**src/rtl/ogbmc_pkg.sv**
```systemverilog
`timescale 1ns / 1ps

package ogbmc_pkg;

    // default grid limits
    localparam int unsigned C_MAX_X = 64;
    localparam int unsigned C_MAX_Y = 64;
    localparam int unsigned C_MAX_Z = 4;

    // register reset values
    localparam logic [6:0] C_GRID_X_RST = 7'd64;
    localparam logic [6:0] C_GRID_Y_RST = 7'd64;
    localparam logic [2:0] C_GRID_Z_RST = 3'd4;

    // register indexes
    localparam logic [1:0] REG_GRID_X = 2'd0;
    localparam logic [1:0] REG_GRID_Y = 2'd1;
    localparam logic [1:0] REG_GRID_Z = 2'd2;

    // opcodes
    localparam logic [1:0] OP_MARK  = 2'd0;
    localparam logic [1:0] OP_CHECK = 2'd1;
    localparam logic [1:0] OP_CLEAR = 2'd2;

    // signed width for box bound arithmetic, covers anchors, extents and limits up to 256
    localparam int unsigned C_SW = 11;

    typedef struct packed {
        logic outside;    // some cell of the box lies off the grid
        logic run;        // clipped box holds at least one cell
        logic empty_ext;  // some extent is zero
    } t_box_flags;

    typedef struct packed {
        logic rd;
        logic wr;
        logic clr;
    } t_mem_ctl;

    // saturate a size register to the grid limit
    function automatic logic [C_SW-1:0] clip_size(input logic [C_SW-1:0] r,
                                                  input logic [C_SW-1:0] m);
        clip_size = (r > m) ? m : r;
    endfunction

endpackage

```
**src/rtl/ogbmc_box_setup.sv**
```systemverilog
`timescale 1ns / 1ps

module ogbmc_box_setup #(
    parameter int unsigned MAX_X = ogbmc_pkg::C_MAX_X,
    parameter int unsigned MAX_Y = ogbmc_pkg::C_MAX_Y,
    parameter int unsigned MAX_Z = ogbmc_pkg::C_MAX_Z,
    localparam int unsigned XW   = $clog2(MAX_X + 1)
) (
    input  logic [6:0]                   i_grid_x,
    input  logic [6:0]                   i_grid_y,
    input  logic [2:0]                   i_grid_z,
    input  logic signed [7:0]            i_anchor_x,
    input  logic signed [7:0]            i_anchor_y,
    input  logic signed [3:0]            i_anchor_z,
    input  logic [6:0]                   i_extent_x,
    input  logic [6:0]                   i_extent_y,
    input  logic [2:0]                   i_extent_z,
    output ogbmc_pkg::t_box_flags        o_flags,
    output logic [XW-1:0]                o_x_lo,
    output logic [XW-1:0]                o_x_hi,
    output logic [MAX_Y*MAX_Z-1:0]       o_mask
);

    localparam int unsigned SW = ogbmc_pkg::C_SW;

    logic signed [SW-1:0] gx, gy, gz;
    logic signed [SW-1:0] ax, ay, az;
    logic signed [SW-1:0] x_end, y_end, z_end;
    logic signed [SW-1:0] x_lo, x_hi, y_lo, y_hi, z_lo, z_hi;
    logic [MAX_Y-1:0]     y_sel;
    logic [MAX_Z-1:0]     z_sel;

    always_comb begin
        gx = $signed(ogbmc_pkg::clip_size({4'b0, i_grid_x}, SW'(MAX_X)));
        gy = $signed(ogbmc_pkg::clip_size({4'b0, i_grid_y}, SW'(MAX_Y)));
        gz = $signed(ogbmc_pkg::clip_size({8'b0, i_grid_z}, SW'(MAX_Z)));

        ax = SW'(i_anchor_x);
        ay = SW'(i_anchor_y);
        az = SW'(i_anchor_z);

        x_end = ax + $signed({4'b0, i_extent_x});
        y_end = ay + $signed({4'b0, i_extent_y});
        z_end = az + $signed({8'b0, i_extent_z});

        // clipped half-open range on each axis
        x_lo = (ax < 0) ? '0 : ax;
        y_lo = (ay < 0) ? '0 : ay;
        z_lo = (az < 0) ? '0 : az;
        x_hi = (x_end > gx) ? gx : x_end;
        y_hi = (y_end > gy) ? gy : y_end;
        z_hi = (z_end > gz) ? gz : z_end;

        o_flags.outside   = (ax < 0) || (ay < 0) || (az < 0) ||
                            (x_end > gx) || (y_end > gy) || (z_end > gz);
        o_flags.run       = (x_lo < x_hi) && (y_lo < y_hi) && (z_lo < z_hi);
        o_flags.empty_ext = (i_extent_x == '0) || (i_extent_y == '0) ||
                            (i_extent_z == '0);

        // only meaningful when run is set, then both lie within 0..MAX_X
        o_x_lo = x_lo[XW-1:0];
        o_x_hi = x_hi[XW-1:0];

        for (int y = 0; y < MAX_Y; y++) begin
            y_sel[y] = (y_lo <= $signed(SW'(y))) && ($signed(SW'(y)) < y_hi);
        end
        for (int z = 0; z < MAX_Z; z++) begin
            z_sel[z] = (z_lo <= $signed(SW'(z))) && ($signed(SW'(z)) < z_hi);
        end
        // row word bit order matches y major, z minor
        for (int y = 0; y < MAX_Y; y++) begin
            for (int z = 0; z < MAX_Z; z++) begin
                o_mask[y*MAX_Z + z] = y_sel[y] & z_sel[z];
            end
        end
    end

endmodule

```
**config.mk**
```make
export PLATFORM = sky130hd
export DESIGN_NAME = ogbmc_box_setup
export DESIGN_NICKNAME = d
export VERILOG_FILES = /design/src/rtl/ogbmc_pkg.sv /design/src/rtl/ogbmc_box_setup.sv
export SDC_FILE = /design/constraint.sdc
export NUM_CORES = 1
export LEC_CHECK = 0
export BUFFER_PORTS_ARGS = -buffer_cell sky130_fd_sc_hd__buf_4
export CAP_MARGIN = 15
export CORE_ASPECT_RATIO = 1.1
export CORE_MARGIN = 3
export CORE_UTILIZATION = 38
export DETAILED_ROUTE_END_ITERATION = 7
export PLACE_DENSITY = 0.78
export REMOVE_ABC_BUFFERS = 1
export SLEW_MARGIN = 20
export SYNTH_ARGS = -nofsm -noshare
export SYNTH_HDL_FRONTEND = slang
export SYNTH_SLANG_ARGS = --single-unit
```
**constraint.sdc**
```tcl
create_clock -name vclk -period 9.2
set_clock_uncertainty 0.05 [all_clocks]
set_input_delay 1.84 -clock vclk [all_inputs]
set_output_delay 1.84 -clock vclk [all_outputs]
set_load 0.01 [all_outputs]
```
==> results.py <==
metrics = {
    "status": {
        "status": "complete, no violations",
    },
    "timing": {
        "finalHoldViolations": 0,
        "maxSlewHeadroom": 0.364,
        "drv_slew": 0,
        "fin_setup_tns_ps": 0,
        "finalSetupViolCount": 0,
        "worst_pin_slew_ps": 952,
        "hold_ws_ps": 3910,
        "final.period_utilization": 0.953,
        "min_period_ps": 8770,
        "fmax_mhz": 114,
        "rsz0062_at_grt": "no",
        "setup_ws_ps": 432,
    },
    "synth": {
        "synth.yosys.seq_area_share": 0,
        "synthXorXnorAreaFrac": 0.0172,
        "synth_top_family_by_area": "simple AND/OR/NAND/NOR gates",
        "synthAdderAreaFrac": 0.111,
        "ys.warnings.count": 0,
        "synthMuxAreaShare": 0.0475,
        "yosys.area_share.simple": 0.436,
        "synth_cells": 919,
        "yosysUniqueCellTypes": 81,
        "syn_area_sq_mm": 0.00561,
        "synth_compound_area_frac": 0.320,
        "syn_avg_cell_area_sq_um": 6.11,
    },
    "worst_setup_path": {
        "required_ps": 7310,
        "path_cells": "buf_4, ha_1, fa_1, and3_1, o21a_1, o31a_1, nor2_1, ha_1, nand2_1, o31ai_4, o2bb2ai_4, mux2_4, inv_1, ha_1, a211oi_1, nand2_1, mux2i_1, o221ai_1, a211oi_1, buf_4",
        "crit_top_cell": "ha_1",
        "critPathLaunchType": "input pin",
        "worstPathArrival_ps": 6880,
        "criticalPathCategory": "input pin to output port",
        "max_stage_delay_ps": 580,
        "end_kind": "output port",
        "slowest_stage": "mux2_4",
        "cp_max_fo": 29,
    },
    "grt": {
        "grt_pass1_wl_mm": 43.5,
        "grt_pass1_vias": 7709,
        "grt_max_degree": 47,
        "gr-usage-all-layers": 0.328,
        "grt_remaining_overflow": 0,
        "antenna_found_initial": 0,
    },
    "clock_network": {
        "post-cts-setup-buffers": 0,
        "cts_resized": 0,
        "cts_hold_buffers": 0,
    },
    "layout": {
        "post-route-util": 0.578,
        "fill_cells": 1463,
        "drive_above_1_share": 0.340,
        "nets": 1308,
        "syn2layout_area_growth_pct": 45.6,
        "num-clock-buffers": 0,
        "flops_and_latches": 0,
        "regArea_sq_um": 0,
        "multi_input_area_sq_mm": 0.00524,
        "antennaDiodeCount": 0,
    },
    "route": {
        "ant_nets": 0,
        "drtIter0Drc": 926,
        "drc_errors": 0,
        "vias_per_cell": 6.16,
        "vias": 8571,
        "finalWirelength_mm": 29.1,
        "avgRoutedWirePerCell_um": 20.9,
        "first_pass_iters": 6,
    },
    "placement": {
        "gp_congestion": 1.01,
        "place_ws_ps": 515,
        "hpwl_mm": 23.0,
        "io_buffers": 327,
    },
    "die": {
        "dieArea_sq_mm": 0.0163,
        "io_pins": 327,
        "rows": 45,
        "dieHeight_um": 133,
        "die_w_um": 122,
        "core_area_sq_mm": 0.0141,
        "start_util": 0.397,
    },
    "power": {
        "p_per_area_mw_per_mm2": 116,
        "p_leak_nw": 3.80,
        "vdd_ir_drop_max_v": 0.0000483,
    },
    "min_path": {
        "hold_class": "input pin to output port",
    },
    "flow_run": {
        "drv_cap": 0,
    },
}
worst paths after layout:
check | from | to | cells after the start
hold / removal | i_extent_x[3] | o_flags[0] | 3
setup / recovery | i_anchor_y[0] | o_flags[1] | 20
power breakdown:
part           total (W)  switching [W]  internal (W)
Combinational   0.000950       0.000594      0.000355
Clock                  0              0             0
Sequential             0              0             0
layer usage:
layer  routed length (um)  track usage  share of wire  vias up
li1                     -            -              -     3978
met1                12000        0.442           0.41     3971
met2                13600        0.552           0.47      559
met3                 2780       0.0484          0.095       63
met4                  761       0.0729          0.026        0
met5                    0            0              0        -
Yosys cell counts (17+ instances only):
library cell,instances,share of area
nor2_1,162,0.11
a211oi_1,21,0.028
nor2b_1,20,0.022
ha_1,45,0.10
nand2_1,111,0.074
mux2i_1,17,0.030
o21ai_0,33,0.029
inv_1,22,0.015
clkbuf_1,36,0.024
nand3_1,21,0.019
nor3_1,110,0.098
nor4_1,30,0.033
a21oi_1,67,0.060
placed cells by master, fill, tap and decap left out, types with 9 or more instances in the layout:
| master | instances |
|---|---|
| inv_1 | 22 |
| o21ai_0 | 33 |
| nand2_1 | 111 |
| ha_1 | 45 |
| nor4_1 | 30 |
| a21oi_1 | 67 |
| nor3_1 | 110 |
| o21a_1 | 12 |
| a211oi_1 | 21 |
| nand3_1 | 21 |
| nor2_1 | 161 |
| buf_4 | 347 |
| mux2i_1 | 16 |
| nand4_1 | 11 |
| nor2b_1 | 20 |
| a21o_1 | 10 |
| nand2b_1 | 9 |
| o41ai_2 | 10 |
cell type report:
type	instances	share of cell area
inverters	24	0.0110
multi-input cells	833	0.641
well taps	188	0.0288
repair buffers	347	0.319
through the flow:
step | std cells | instance area, sq um | power [W]
final | 1392 | 8170 | 0.000950
after detailed placement | 1392 | 8170 | 0.000930
after global routing | 1392 | 8170 | 0.00102
after CTS | 1392 | 8170 | 0.000933
after floorplan | 857 | 5320 | 0.000537
after global placement | 1392 | 8170 | 0.000924
critical path: cells and delay by family:
| kind | cells | cell delay (ps) |
|---|---|---|
| adder cells (fa/ha/maj) | 4 | 1100 |
| multiplexers | 2 | 710 |
| AND/OR/NAND/NOR | 4 | 670 |
| AO/OA/AOI/OAI | 7 | 2110 |
| buffers and inverters | 3 | 440 |
cell families (layout without fill, tap and decap cells):
kind of cell,Yosys count,after routing
adder cells (fa/ha/maj),48,48
buffers and inverters,86,371
AO/OA/AOI/OAI,233,233
multiplexers,24,24
AND/OR/NAND/NOR,517,517
XOR/XNOR,11,11
Note: power is estimated with default switching activity, not from simulation.
